## src/design/lgc_pkg.sv

```systemverilog
`timescale 1ns / 1ps
package lgc_pkg;

  localparam int unsigned COORD_W = 16;
  localparam int unsigned DIFF_W  = 17;
  localparam int unsigned COLOR_W = 24;
  localparam int unsigned CHAN_W  = 8;
  localparam int unsigned N_CHAN  = 3;

  localparam logic [1:0] MODE_ZERO = 2'd0;
  localparam logic [1:0] MODE_ONE  = 2'd1;
  localparam logic [1:0] MODE_DIV  = 2'd2;

  typedef struct packed {
    logic [1:0]         mode;
    logic [COLOR_W-1:0] start_color;
    logic [COLOR_W-1:0] end_color;
  } lgc_ctl_t;

endpackage

```

## src/design/lgc_intf.sv

```systemverilog
`timescale 1ns / 1ps
interface lgc_in_if;
  logic               valid;
  logic               ready;
  logic signed [15:0] cur_x;
  logic signed [15:0] cur_y;
  logic [23:0]        cur_color;
  logic signed [15:0] start_x;
  logic signed [15:0] start_y;
  logic [23:0]        start_color;
  logic signed [15:0] end_x;
  logic signed [15:0] end_y;
  logic [23:0]        end_color;
  logic signed [16:0] extent_x;
  logic signed [16:0] extent_y;

  modport source (
    output valid, cur_x, cur_y, cur_color, start_x, start_y, start_color,
           end_x, end_y, end_color, extent_x, extent_y,
    input  ready
  );
  modport sink (
    input  valid, cur_x, cur_y, cur_color, start_x, start_y, start_color,
           end_x, end_y, end_color, extent_x, extent_y,
    output ready
  );
endinterface

interface lgc_out_if;
  logic        valid;
  logic        ready;
  logic [23:0] pixel_color;

  modport source (output valid, pixel_color, input ready);
  modport sink (input valid, pixel_color, output ready);
endinterface

```

## src/design/lgc_front.sv

```systemverilog
`timescale 1ns / 1ps
module lgc_front (
  input  logic                                  clk,
  input  logic                                  rst_n,
  lgc_in_if.sink                                in_chan,
  output logic                                  valid_o,
  input  logic                                  ready_i,
  output lgc_pkg::lgc_ctl_t                     ctl_o,
  output logic [lgc_pkg::DIFF_W-1:0]            rem_o,
  output logic [lgc_pkg::COORD_W-1:0]           ad_o
);

  logic                                 a_valid_r;
  logic                                 b_valid_r;
  logic                                 a_en;
  logic                                 b_en;

  logic                                 use_x;
  logic signed [lgc_pkg::COORD_W-1:0]   cur_sel;
  logic signed [lgc_pkg::COORD_W-1:0]   st_sel;
  logic signed [lgc_pkg::COORD_W-1:0]   en_sel;
  logic [lgc_pkg::DIFF_W-1:0]           place_nxt;
  logic [lgc_pkg::DIFF_W-1:0]           dist_nxt;
  logic [lgc_pkg::DIFF_W-1:0]           place_r;
  logic [lgc_pkg::DIFF_W-1:0]           dist_r;
  logic                                 bypass_r;
  logic [lgc_pkg::COLOR_W-1:0]          a_start_r;
  logic [lgc_pkg::COLOR_W-1:0]          a_end_r;

  logic [lgc_pkg::DIFF_W-1:0]           ap;
  logic [lgc_pkg::DIFF_W-1:0]           ad;
  logic [1:0]                           mode_nxt;
  lgc_pkg::lgc_ctl_t                    ctl_r;
  logic [lgc_pkg::DIFF_W-1:0]           rem_r;
  logic [lgc_pkg::COORD_W-1:0]          ad_r;

  assign b_en          = !b_valid_r || ready_i;
  assign a_en          = !a_valid_r || b_en;
  assign in_chan.ready = a_en;

  // axis select and differences
  always_comb begin
    use_x     = in_chan.extent_x > in_chan.extent_y;
    cur_sel   = use_x ? in_chan.cur_x   : in_chan.cur_y;
    st_sel    = use_x ? in_chan.start_x : in_chan.start_y;
    en_sel    = use_x ? in_chan.end_x   : in_chan.end_y;
    place_nxt = {cur_sel[lgc_pkg::COORD_W-1], cur_sel} - {st_sel[lgc_pkg::COORD_W-1], st_sel};
    dist_nxt  = {en_sel[lgc_pkg::COORD_W-1], en_sel} - {st_sel[lgc_pkg::COORD_W-1], st_sel};
  end

  always_ff @(posedge clk) begin
    if (!rst_n) begin
      a_valid_r <= 1'b0;
    end else if (a_en) begin
      a_valid_r <= in_chan.valid;
    end
  end

  always_ff @(posedge clk) begin
    if (a_en) begin
      place_r   <= place_nxt;
      dist_r    <= dist_nxt;
      bypass_r  <= in_chan.cur_color == in_chan.end_color;
      a_start_r <= in_chan.start_color;
      a_end_r   <= in_chan.end_color;
    end
  end

  // magnitudes and fraction class
  always_comb begin
    ap = place_r[lgc_pkg::DIFF_W-1] ? (lgc_pkg::DIFF_W'(0) - place_r) : place_r;
    ad = dist_r[lgc_pkg::DIFF_W-1]  ? (lgc_pkg::DIFF_W'(0) - dist_r)  : dist_r;
    if (bypass_r || dist_r == '0) begin
      mode_nxt = lgc_pkg::MODE_ONE;
    end else if (place_r == '0 ||
                 place_r[lgc_pkg::DIFF_W-1] != dist_r[lgc_pkg::DIFF_W-1]) begin
      mode_nxt = lgc_pkg::MODE_ZERO;
    end else if (ap >= ad) begin
      mode_nxt = lgc_pkg::MODE_ONE;
    end else begin
      mode_nxt = lgc_pkg::MODE_DIV;
    end
  end

  always_ff @(posedge clk) begin
    if (!rst_n) begin
      b_valid_r <= 1'b0;
    end else if (b_en) begin
      b_valid_r <= a_valid_r;
    end
  end

  always_ff @(posedge clk) begin
    if (b_en) begin
      ctl_r.mode        <= mode_nxt;
      ctl_r.start_color <= a_start_r;
      ctl_r.end_color   <= a_end_r;
      rem_r             <= ap;
      ad_r              <= ad[lgc_pkg::COORD_W-1:0];
    end
  end

  assign valid_o = b_valid_r;
  assign ctl_o   = ctl_r;
  assign rem_o   = rem_r;
  assign ad_o    = ad_r;

endmodule

```

## src/design/lgc_div_stage.sv

```systemverilog
`timescale 1ns / 1ps
module lgc_div_stage #(
  parameter int unsigned FRAC_BITS = 16
) (
  input  logic                        clk,
  input  logic                        rst_n,
  input  logic                        valid_i,
  output logic                        ready_o,
  input  lgc_pkg::lgc_ctl_t           ctl_i,
  input  logic [lgc_pkg::DIFF_W-1:0]  rem_i,
  input  logic [lgc_pkg::COORD_W-1:0] ad_i,
  input  logic [FRAC_BITS-1:0]        q_i,
  output logic                        valid_o,
  input  logic                        ready_i,
  output lgc_pkg::lgc_ctl_t           ctl_o,
  output logic [lgc_pkg::DIFF_W-1:0]  rem_o,
  output logic [lgc_pkg::COORD_W-1:0] ad_o,
  output logic [FRAC_BITS-1:0]        q_o
);

  logic                         valid_r;
  logic                         en;
  logic [lgc_pkg::DIFF_W-1:0]   shifted;
  logic                         bit_nxt;
  logic [lgc_pkg::DIFF_W-1:0]   rem_nxt;
  lgc_pkg::lgc_ctl_t            ctl_r;
  logic [lgc_pkg::DIFF_W-1:0]   rem_r;
  logic [lgc_pkg::COORD_W-1:0]  ad_r;
  logic [FRAC_BITS-1:0]         q_r;

  assign en      = !valid_r || ready_i;
  assign ready_o = en;

  // one restoring quotient bit
  always_comb begin
    shifted = {rem_i[lgc_pkg::DIFF_W-2:0], 1'b0};
    bit_nxt = shifted >= {1'b0, ad_i};
    rem_nxt = bit_nxt ? (shifted - {1'b0, ad_i}) : shifted;
  end

  always_ff @(posedge clk) begin
    if (!rst_n) begin
      valid_r <= 1'b0;
    end else if (en) begin
      valid_r <= valid_i;
    end
  end

  always_ff @(posedge clk) begin
    if (en) begin
      ctl_r <= ctl_i;
      rem_r <= rem_nxt;
      ad_r  <= ad_i;
      q_r   <= {q_i[FRAC_BITS-2:0], bit_nxt};
    end
  end

  assign valid_o = valid_r;
  assign ctl_o   = ctl_r;
  assign rem_o   = rem_r;
  assign ad_o    = ad_r;
  assign q_o     = q_r;

endmodule

```

## src/design/lgc_blend.sv

```systemverilog
`timescale 1ns / 1ps
module lgc_blend #(
  parameter int unsigned FRAC_BITS = 16
) (
  input  logic                 clk,
  input  logic                 rst_n,
  input  logic                 valid_i,
  output logic                 ready_o,
  input  lgc_pkg::lgc_ctl_t    ctl_i,
  input  logic [FRAC_BITS-1:0] q_i,
  lgc_out_if.source            out_chan
);

  localparam int unsigned P_W    = FRAC_BITS + 1;
  localparam int unsigned PROD_W = FRAC_BITS + 11;

  logic                               m_valid_r;
  logic                               o_valid_r;
  logic                               m_en;
  logic                               o_en;
  logic [P_W-1:0]                     p;
  logic [lgc_pkg::CHAN_W:0]           d [lgc_pkg::N_CHAN];
  logic signed [PROD_W-1:0]           prod_nxt [lgc_pkg::N_CHAN];
  logic signed [PROD_W-1:0]           prod_r [lgc_pkg::N_CHAN];
  logic [lgc_pkg::COLOR_W-1:0]        start_r;
  logic [lgc_pkg::COLOR_W-1:0]        pixel_nxt;
  logic [lgc_pkg::COLOR_W-1:0]        pixel_r;

  assign o_en    = !o_valid_r || out_chan.ready;
  assign m_en    = !m_valid_r || o_en;
  assign ready_o = m_en;

  // start + p * (end - start), per channel
  always_comb begin
    if (ctl_i.mode == lgc_pkg::MODE_DIV) begin
      p = {1'b0, q_i};
    end else if (ctl_i.mode == lgc_pkg::MODE_ONE) begin
      p = {1'b1, {FRAC_BITS{1'b0}}};
    end else begin
      p = '0;
    end
    for (int c = 0; c < lgc_pkg::N_CHAN; c++) begin
      d[c] = {1'b0, ctl_i.end_color[c*lgc_pkg::CHAN_W +: lgc_pkg::CHAN_W]}
           - {1'b0, ctl_i.start_color[c*lgc_pkg::CHAN_W +: lgc_pkg::CHAN_W]};
      prod_nxt[c] = $signed({{(PROD_W-lgc_pkg::CHAN_W-1){d[c][lgc_pkg::CHAN_W]}}, d[c]})
                  * $signed({{(PROD_W-P_W){1'b0}}, p});
    end
  end

  always_ff @(posedge clk) begin
    if (!rst_n) begin
      m_valid_r <= 1'b0;
    end else if (m_en) begin
      m_valid_r <= valid_i;
    end
  end

  always_ff @(posedge clk) begin
    if (m_en) begin
      prod_r  <= prod_nxt;
      start_r <= ctl_i.start_color;
    end
  end

  always_comb begin
    for (int c = 0; c < lgc_pkg::N_CHAN; c++) begin
      pixel_nxt[c*lgc_pkg::CHAN_W +: lgc_pkg::CHAN_W] =
        prod_r[c][FRAC_BITS +: lgc_pkg::CHAN_W] + start_r[c*lgc_pkg::CHAN_W +: lgc_pkg::CHAN_W];
    end
  end

  always_ff @(posedge clk) begin
    if (!rst_n) begin
      o_valid_r <= 1'b0;
    end else if (o_en) begin
      o_valid_r <= m_valid_r;
    end
  end

  always_ff @(posedge clk) begin
    if (o_en) begin
      pixel_r <= pixel_nxt;
    end
  end

  assign out_chan.valid       = o_valid_r;
  assign out_chan.pixel_color = pixel_r;

endmodule

```

## src/design/line_gradient_color_top.sv

```systemverilog
`timescale 1ns / 1ps
// channel    | dir | payload
// in_chan    | in  | cur/start/end x, y and color, extent_x, extent_y
// out_chan   | out | pixel_color
//
// one transaction per clock sustained while out_chan.ready holds high; pipeline stages:
// two front stages, one divider stage per quotient bit, two blend stages
// rst_n synchronous, clears the stage valid bits only
// each stage holds while the next is full and stalled; bubbles are squeezed out
module line_gradient_color_top #(
  parameter int unsigned FRAC_BITS = 16
) (
  input  logic      clk,
  input  logic      rst_n,
  lgc_in_if.sink    in_chan,
  lgc_out_if.source out_chan
);

  logic                        v   [FRAC_BITS+1];
  logic                        rdy [FRAC_BITS+1];
  lgc_pkg::lgc_ctl_t           ctl [FRAC_BITS+1];
  logic [lgc_pkg::DIFF_W-1:0]  rem [FRAC_BITS+1];
  logic [lgc_pkg::COORD_W-1:0] ad  [FRAC_BITS+1];
  logic [FRAC_BITS-1:0]        q   [FRAC_BITS+1];

  lgc_front u_front (
    .clk     (clk),
    .rst_n   (rst_n),
    .in_chan (in_chan),
    .valid_o (v[0]),
    .ready_i (rdy[0]),
    .ctl_o   (ctl[0]),
    .rem_o   (rem[0]),
    .ad_o    (ad[0])
  );

  assign q[0] = '0;

  for (genvar i = 0; i < FRAC_BITS; i++) begin : g_div
    lgc_div_stage #(
      .FRAC_BITS (FRAC_BITS)
    ) u_div (
      .clk     (clk),
      .rst_n   (rst_n),
      .valid_i (v[i]),
      .ready_o (rdy[i]),
      .ctl_i   (ctl[i]),
      .rem_i   (rem[i]),
      .ad_i    (ad[i]),
      .q_i     (q[i]),
      .valid_o (v[i+1]),
      .ready_i (rdy[i+1]),
      .ctl_o   (ctl[i+1]),
      .rem_o   (rem[i+1]),
      .ad_o    (ad[i+1]),
      .q_o     (q[i+1])
    );
  end

  lgc_blend #(
    .FRAC_BITS (FRAC_BITS)
  ) u_blend (
    .clk      (clk),
    .rst_n    (rst_n),
    .valid_i  (v[FRAC_BITS]),
    .ready_o  (rdy[FRAC_BITS]),
    .ctl_i    (ctl[FRAC_BITS]),
    .q_i      (q[FRAC_BITS]),
    .out_chan (out_chan)
  );

endmodule
```

## src/flat_wrapper.sv

```systemverilog
// flat-port wrapper written by rule: the top's interface ports become plain ports
module line_gradient_color_top_flat 
#(
  parameter int unsigned FRAC_BITS = 16
)
  (clk, rst_n, in_chan_valid, in_chan_cur_x, in_chan_cur_y, in_chan_cur_color, in_chan_start_x, in_chan_start_y, in_chan_start_color, in_chan_end_x, in_chan_end_y, in_chan_end_color, in_chan_extent_x, in_chan_extent_y, in_chan_ready, out_chan_valid, out_chan_pixel_color, out_chan_ready);
  lgc_in_if in_chan_i ();
  lgc_out_if out_chan_i ();
  input  logic clk;
  input  logic rst_n;
  input wire logic [$bits(in_chan_i.valid)-1:0] in_chan_valid;
  input wire logic [$bits(in_chan_i.cur_x)-1:0] in_chan_cur_x;
  input wire logic [$bits(in_chan_i.cur_y)-1:0] in_chan_cur_y;
  input wire logic [$bits(in_chan_i.cur_color)-1:0] in_chan_cur_color;
  input wire logic [$bits(in_chan_i.start_x)-1:0] in_chan_start_x;
  input wire logic [$bits(in_chan_i.start_y)-1:0] in_chan_start_y;
  input wire logic [$bits(in_chan_i.start_color)-1:0] in_chan_start_color;
  input wire logic [$bits(in_chan_i.end_x)-1:0] in_chan_end_x;
  input wire logic [$bits(in_chan_i.end_y)-1:0] in_chan_end_y;
  input wire logic [$bits(in_chan_i.end_color)-1:0] in_chan_end_color;
  input wire logic [$bits(in_chan_i.extent_x)-1:0] in_chan_extent_x;
  input wire logic [$bits(in_chan_i.extent_y)-1:0] in_chan_extent_y;
  output wire logic [$bits(in_chan_i.ready)-1:0] in_chan_ready;
  output wire logic [$bits(out_chan_i.valid)-1:0] out_chan_valid;
  output wire logic [$bits(out_chan_i.pixel_color)-1:0] out_chan_pixel_color;
  input wire logic [$bits(out_chan_i.ready)-1:0] out_chan_ready;
  assign in_chan_i.valid = in_chan_valid;
  assign in_chan_i.cur_x = in_chan_cur_x;
  assign in_chan_i.cur_y = in_chan_cur_y;
  assign in_chan_i.cur_color = in_chan_cur_color;
  assign in_chan_i.start_x = in_chan_start_x;
  assign in_chan_i.start_y = in_chan_start_y;
  assign in_chan_i.start_color = in_chan_start_color;
  assign in_chan_i.end_x = in_chan_end_x;
  assign in_chan_i.end_y = in_chan_end_y;
  assign in_chan_i.end_color = in_chan_end_color;
  assign in_chan_i.extent_x = in_chan_extent_x;
  assign in_chan_i.extent_y = in_chan_extent_y;
  assign in_chan_ready = in_chan_i.ready;
  assign out_chan_valid = out_chan_i.valid;
  assign out_chan_pixel_color = out_chan_i.pixel_color;
  assign out_chan_i.ready = out_chan_ready;
  line_gradient_color_top #(.FRAC_BITS(FRAC_BITS)) u_core (.clk(clk), .rst_n(rst_n), .in_chan(in_chan_i), .out_chan(out_chan_i));
endmodule
```

## config.mk

```make
export PLATFORM = sky130hd
export DESIGN_NAME = line_gradient_color_top_flat
export DESIGN_NICKNAME = d
export VERILOG_FILES = /design/src/design/lgc_pkg.sv /design/src/design/lgc_intf.sv /design/src/design/lgc_front.sv /design/src/design/lgc_div_stage.sv /design/src/design/lgc_blend.sv /design/src/design/line_gradient_color_top.sv /design/src/flat_wrapper.sv
export SDC_FILE = /design/constraint.sdc
export NUM_CORES = 2
export LEC_CHECK = 0
export ABC_AREA = 1
export BUFFER_PORTS_ARGS = -buffer_cell sky130_fd_sc_hd__buf_2
export CAP_MARGIN = 40
export CORE_UTILIZATION = 40
export CTS_BUF_LIST = sky130_fd_sc_hd__clkbuf_4 sky130_fd_sc_hd__clkbuf_8
export DETAILED_ROUTE_END_ITERATION = 8
export SETUP_SLACK_MARGIN = 0.2
export SYNTH_ARGS = -nofsm -noshare
export SYNTH_HDL_FRONTEND = slang
export SYNTH_SLANG_ARGS = --single-unit
```

## constraint.sdc

```tcl
create_clock -name clk -period 12.7 [get_ports clk]
set_input_delay 0 -clock clk [delete_from_list [all_inputs] [get_ports clk]]
set_output_delay 0 -clock clk [all_outputs]
set_load 0.02 [all_outputs]
```

# [Yosys cells after proc, flatten, opt, wreduce, memory -nomap -nowiden]
# Cells that the tools add are included.
[word_totals] inputBits=206 elab_cells=264 regBits=1721 output_inout_bits=26
[classes] magnitude_cmp=18 n_addsub=25 n_mux=24 n_reduce_logical=45 n_eq_ne=4 n_mul=3
[ops] operator="$mux W16" count=18
[ops] operator="$ge A17 B16 Y1" count=16
[ops] operator="$sub A16 B16 Y16" count=15
[ops] operator="$mul A9 B18 Y24" count=3
[ops] operator="$mux W17" count=4
[ops] operator="$logic_not A17 Y1" count=2
[ops] operator="$sub A1 B17 Y17 const A" count=2
[ops] operator="$sub A16 B16 Y17" count=2
[ops] operator="$sub A8 B8 Y9" count=3
[ops] operator="$add A8 B8 Y8" count=3
[ops] operator="$eq A24 B24 Y1" count=1
[ops] operator="$logic_or A1 B1 Y1" count=22
[ops] operator="$logic_not A1 Y1" count=20
[ops] operator="$ge A17 B17 Y1" count=1
[ops] operator="$gt A17 B17 Y1" count=1
[ops] operator="$eq A2 B1 Y1 const B" count=1
[ops] operator="$eq A2 B2 Y1 const B" count=1
[ops] operator="$mux W2" count=1
[ops] operator="$reduce_or A2 Y1" count=1
[ops] operator="$mux W1" count=1
[ops] operator="$ne A1 B1 Y1" count=1

# [Depth between registers and ports, before layout]
[depth] ltp_word=21 ltp_mapped=35 ltp_nobuf=33

# [By module]
# From an unflattened synthesis, not the netlist that was laid out.
[hier_totals] hier_cells=9306 area_unflattened_um2=98852.3
[by_module_without_submodules] module="lgc_div_stage" area_each_um2=4481.8 cells_per_inst=391 instances=16
[by_module_without_submodules] module="lgc_blend" area_each_um2=17834.6 cells_per_inst=2176 instances=1
[by_module_without_submodules] module="lgc_front" area_each_um2=9305.2 cells_per_inst=873 instances=1
[by_module_without_submodules] module="line_gradient_color_top" area_each_um2=3.8 cells_per_inst=1 instances=1

# [Least setup slack after synthesis]
# Ideal clock, no wire load.
[synth_timing] path_type="register to register" from="register u_core.u_blend.o_valid_r (netlist: u_core.u_blend.out_chan.valid)" to="register u_core.u_front.ad_r, in the netlist u_core.u_front.ad_o[0] (enable)" required_ps=11680 path_slack_ps=3814 path_buffers=0 arrival_ps=7867 setup_time_ps=1020 path_stages_with_launch=10 path_cell_list="dfxtp_1 -> nand4_4 -> nor3_4 -> nand4_4 -> nor2_4 -> nand4_4 -> nor2_4 -> nand4_4 -> nor2_4 -> nand3_1"
[synth_via] elab_chain_len=20
[synth_lines] item="start, declared" line="lgc_blend.sv:18" rtl="logic o_valid_r;"
[synth_lines] item="start signal, assigned" line="lgc_blend.sv:76" rtl="o_valid_r <= m_valid_r;"
[synth_lines] item="$logic_not A1 Y1" line="lgc_blend.sv:29" rtl="assign o_en = !o_valid_r || out_chan.ready;"
[synth_lines] item="$logic_or A1 B1 Y1" line="lgc_blend.sv:29"
[synth_lines] item="$logic_or A1 B1 Y1" line="lgc_blend.sv:30" rtl="assign m_en = !m_valid_r || o_en;"
[synth_lines] item="$logic_or A1 B1 Y1" line="lgc_div_stage.sv:31" rtl="assign en = !valid_r || ready_i;"
[synth_lines] item="named net u_core.g_div[14].u_div.ready_i" line="lgc_div_stage.sv:14" rtl="input logic ready_i,"
[synth_lines] item="$logic_or A1 B1 Y1 (5 in series)" line="lgc_div_stage.sv:31"
[synth_lines] item="named net u_core.g_div[10].u_div.ready_o" line="lgc_div_stage.sv:8" rtl="output logic ready_o,"
[synth_lines] item="$logic_or A1 B1 Y1 (4 in series)" line="lgc_div_stage.sv:31"
[synth_lines] item="named net u_core.g_div[5].u_div.ready_i" line="lgc_div_stage.sv:14"
[synth_lines] item="$logic_or A1 B1 Y1 (4 in series)" line="lgc_div_stage.sv:31"
[synth_lines] item="named net u_core.g_div[1].u_div.ready_i" line="lgc_div_stage.sv:14"
[synth_lines] item="$logic_or A1 B1 Y1 (2 in series)" line="lgc_div_stage.sv:31"
[synth_lines] item="$logic_or A1 B1 Y1" line="lgc_front.sv:37" rtl="assign b_en = !b_valid_r || ready_i;"
[synth_lines] item="named net u_core.u_front.b_en" line="lgc_front.sv:16" rtl="logic b_en;"
[synth_lines] item="end signal, assigned" line="lgc_front.sv:99" rtl="ad_r <= ad[lgc_pkg::COORD_W-1:0];"
[synth_lines] item="end, declared" line="lgc_front.sv:35" rtl="logic [lgc_pkg::COORD_W-1:0] ad_r;"
# The timed path passes the listed nets, and every way through them passes these cells.
# A chain may end at the register's enable or synchronous reset.

==> flow_summary.yaml <==
worst_setup_path:
  cpPeakStageDelay_ns: 0.55
  required_ns: 13.39
  worstPathMaxFanout: 14
  end_kind: "flip-flop"
  cpMostUsedCell: "nand2_1"
  crit_path_top_delay_cell: "fa_1"
  worst-setup-path-type: "flip-flop to flip-flop"
  critPathLaunchType: "flip-flop"
  cp_top_family: "adder cells"
  arrival_ns: 7.70
  path_buf_inv: 4
timing:
  min_period_ns: 7.017
  fmax_ghz: 0.1425
  tightest_slew_ns: 0.8697
  fin_setup_tns_ns: 0
  setup_slack_ns: 5.683
  slew_headroom_pct: 42.02
  fin_crit_sh_pct: 55.25
  setup_viol: 0
  final-hold-violation-count: 0
  finalClockSkew_ns: 0.07984
  maxSlewViolCount: 0
  rsz0062_at_grt: "false"
synth:
  synth_top_area_share_pct: 60.16
  synthDistinctLibCells: 59
  synth_commonest_cells: "1653 x edfxtp_1, 978 x nand2_1, 889 x inv_1, 524 x ha_1, 501 x nor2_1"
  synth_area_leaders: "edfxtp_1 60%, fa_1 8.2%, ha_1 7.9%"
  synth_most_common_cell: "edfxtp_1"
  avgSynthCellArea_sq_um: 12.60
  yosysWarnings: 0
  synth-seq-cells: 1673
  synth_area_sq_um: 82520
  ys_seq_area_share_pct: 60.64
  synth_edf_count: 1653
  synthFlopType: "edfxtp_1"
  yosys.area.top_type: "edfxtp_1"
  netlist_instances: 6547
  synth_fp_nets: 7615
  ys_async_sr_fraction_pct: 0
global_route:
  grt_usage_pct: 16.50
  grt_pass1_wl_um: 272000
  grt_overflow: 0
  antenna_found_initial: 3
  grt_pass1_vias: 51170
  grt_start_max_net_pins: 81
detailed_routing:
  drc: 0
  first_iter_violations: 2660
  vias: 48540
  wl_met1_um: 70430
  wl_met2_um: 87140
  firstDrtPassIters: 5
  dr_wl_met3_um: 7110
  wl_per_cell_um: 16.84
  drt_wl_total_um: 170500
  routed.top_layer: "met5"
  via_per_inst: 4.794
  drtAntennaViolNets: 0
clocking:
  htree_levels: 5
  clock-sinks: 1673
  clkTransAtPathRegs_ns: 0.06
  cts_setup_buffers: 0
  clock_latency_ns: 0.98
  cts_tree: "done"
  numCtsBuffers: 297
  cts_buffer_depth: 4
  cts-root-buf: "clkbuf_8"
floorplanning:
  dieHeight_um: 456.2
  initial_core_util_pct: 40.29
  rows: 166
  die-area_sq_um: 208100
  ios: 232
  coreArea_sq_um: 204800
  die_w_um: 456.2
placed_design:
  hpwl_um: 126700
  dpl_worst_slack_ns: 5.684
  dp.cells: 9390
  place.gp.congestion: 0.9038
  io_buffers: 231
finish:
  syn_to_final_growth_pct: 15.00
  final_nets: 8305
  drive_gt1_share_pct: 10.45
  stdcell_count: 10130
worst_hold_path:
  hold_path_class: "input port to flip-flop"
run:
  drv_cap: 0
status:
  outcome: "completed"
worst min-delay path, delay by kind of cell:
family                     cells  cell delay, ns
and+or+nand+nor                1            0.04
xor gates and xnor gates       1            0.10
AOI/OAI and AO/OA              3            0.49
buffers and inverters          1            0.08
adders and majority gates      1            0.23
routing by layer:
layer	vias up	track usage, %
met5	-	0
met4	2	6.424
met3	364	2.683
met2	1089	29.77
met1	23210	19.54
li1	23880	-
cell type report:
| type | instances | area, sq um |
|---|---|---|
| multi-input combinational | 3860 | 28600 |
| fill | 18250 | 109900 |
| clock buffer | 401 | 4937 |
| inverter | 895 | 3367 |
| clock inverter | 97 | 608.1 |
| tap | 2688 | 3363 |
| timing repair buffer | 510 | 3970 |
| antenna | 2 | 5.005 |
| sequential | 1673 | 50040 |
registers in the layout (all words and copies together), names as in the netlist, 50 cells and up:
register and flops:
u_core.g_div.u_div.rem_o 240, u_core.g_div.u_div.ad_o 240, u_core.g_div.u_div.q_o 136, u_core.g_div.u_div.ctl_o 800
u_core.u_front.ctl_o 50
stage by stage:
| step | util [%] | area [sq um] | hold slack (ns) |
|---|---|---|---|
| 5_1_grt | 46.34 | 94890 | 0.07403 |
| 6_report | 46.34 | 94890 | 0.1136 |
| 3_5_place_dp | 42.47 | 86980 | 0.1801 |
| 3_3_place_gp | 42.37 | 86780 | 0.1782 |
| 2_1_floorplan | - | 82520 | 0.09887 |
| 4_1_cts | 46.33 | 94890 | 0.02488 |
what timing repair did:
action                    CTS  global route
hold endpoints to repair  197             0
hold buffers              236             0
resized for setup           0             0
final timing paths:
check / startpoint / end / slack [ns] / cells after the start
worst max-delay path: u_core.g_div[15].u_div.ctl_o[24] / u_core.u_blend.prod_r[77] / 5.68 / 28
worst min-delay path: in_chan_cur_x[6] / u_core.u_front.place_r[8] / 0.11 / 7
worst max register to register: u_core.g_div[15].u_div.ctl_o[24] / u_core.u_blend.prod_r[77] / 5.68 / 28
worst min register to register: u_core.g_div[4].u_div.ctl_o[47] / u_core.g_div[5].u_div.ctl_o[47] / 0.39 / 0
kinds of logic after synthesis:
| logic type | count (synthesis) | synth area share, % |
|---|---|---|
| AO/OA/AOI/OAI | 937 | 6.268 |
| XOR/XNOR | 336 | 3.566 |
| adder cells (fa/ha/maj) | 862 | 16.15 |
| buffers and inverters | 1014 | 4.826 |
| flip-flops | 1673 | 60.64 |
| multiplexers | 16 | 0.1941 |
| AND/OR/NAND/NOR | 1709 | 8.358 |
layout by cell type, fill, tap and decap left out, drive strengths merged, types with 25 or more instances in the layout:
cell type    instances
a21boi              29
o21ai              423
clkbuf             401
o2111ai             25
nor2               505
xor2               193
xnor2              143
nor3                56
inv                886
fa                 338
clkinv              93
ha                 524
edfxtp            1653
dlygate4sd3        236
nand2              979
nand4               33
nand3              106
buf                274
a21oi              367
Power is left out: the tool's default activity adds up to more than one toggle a clock period on the data nets, which glitch-free logic cannot reach.
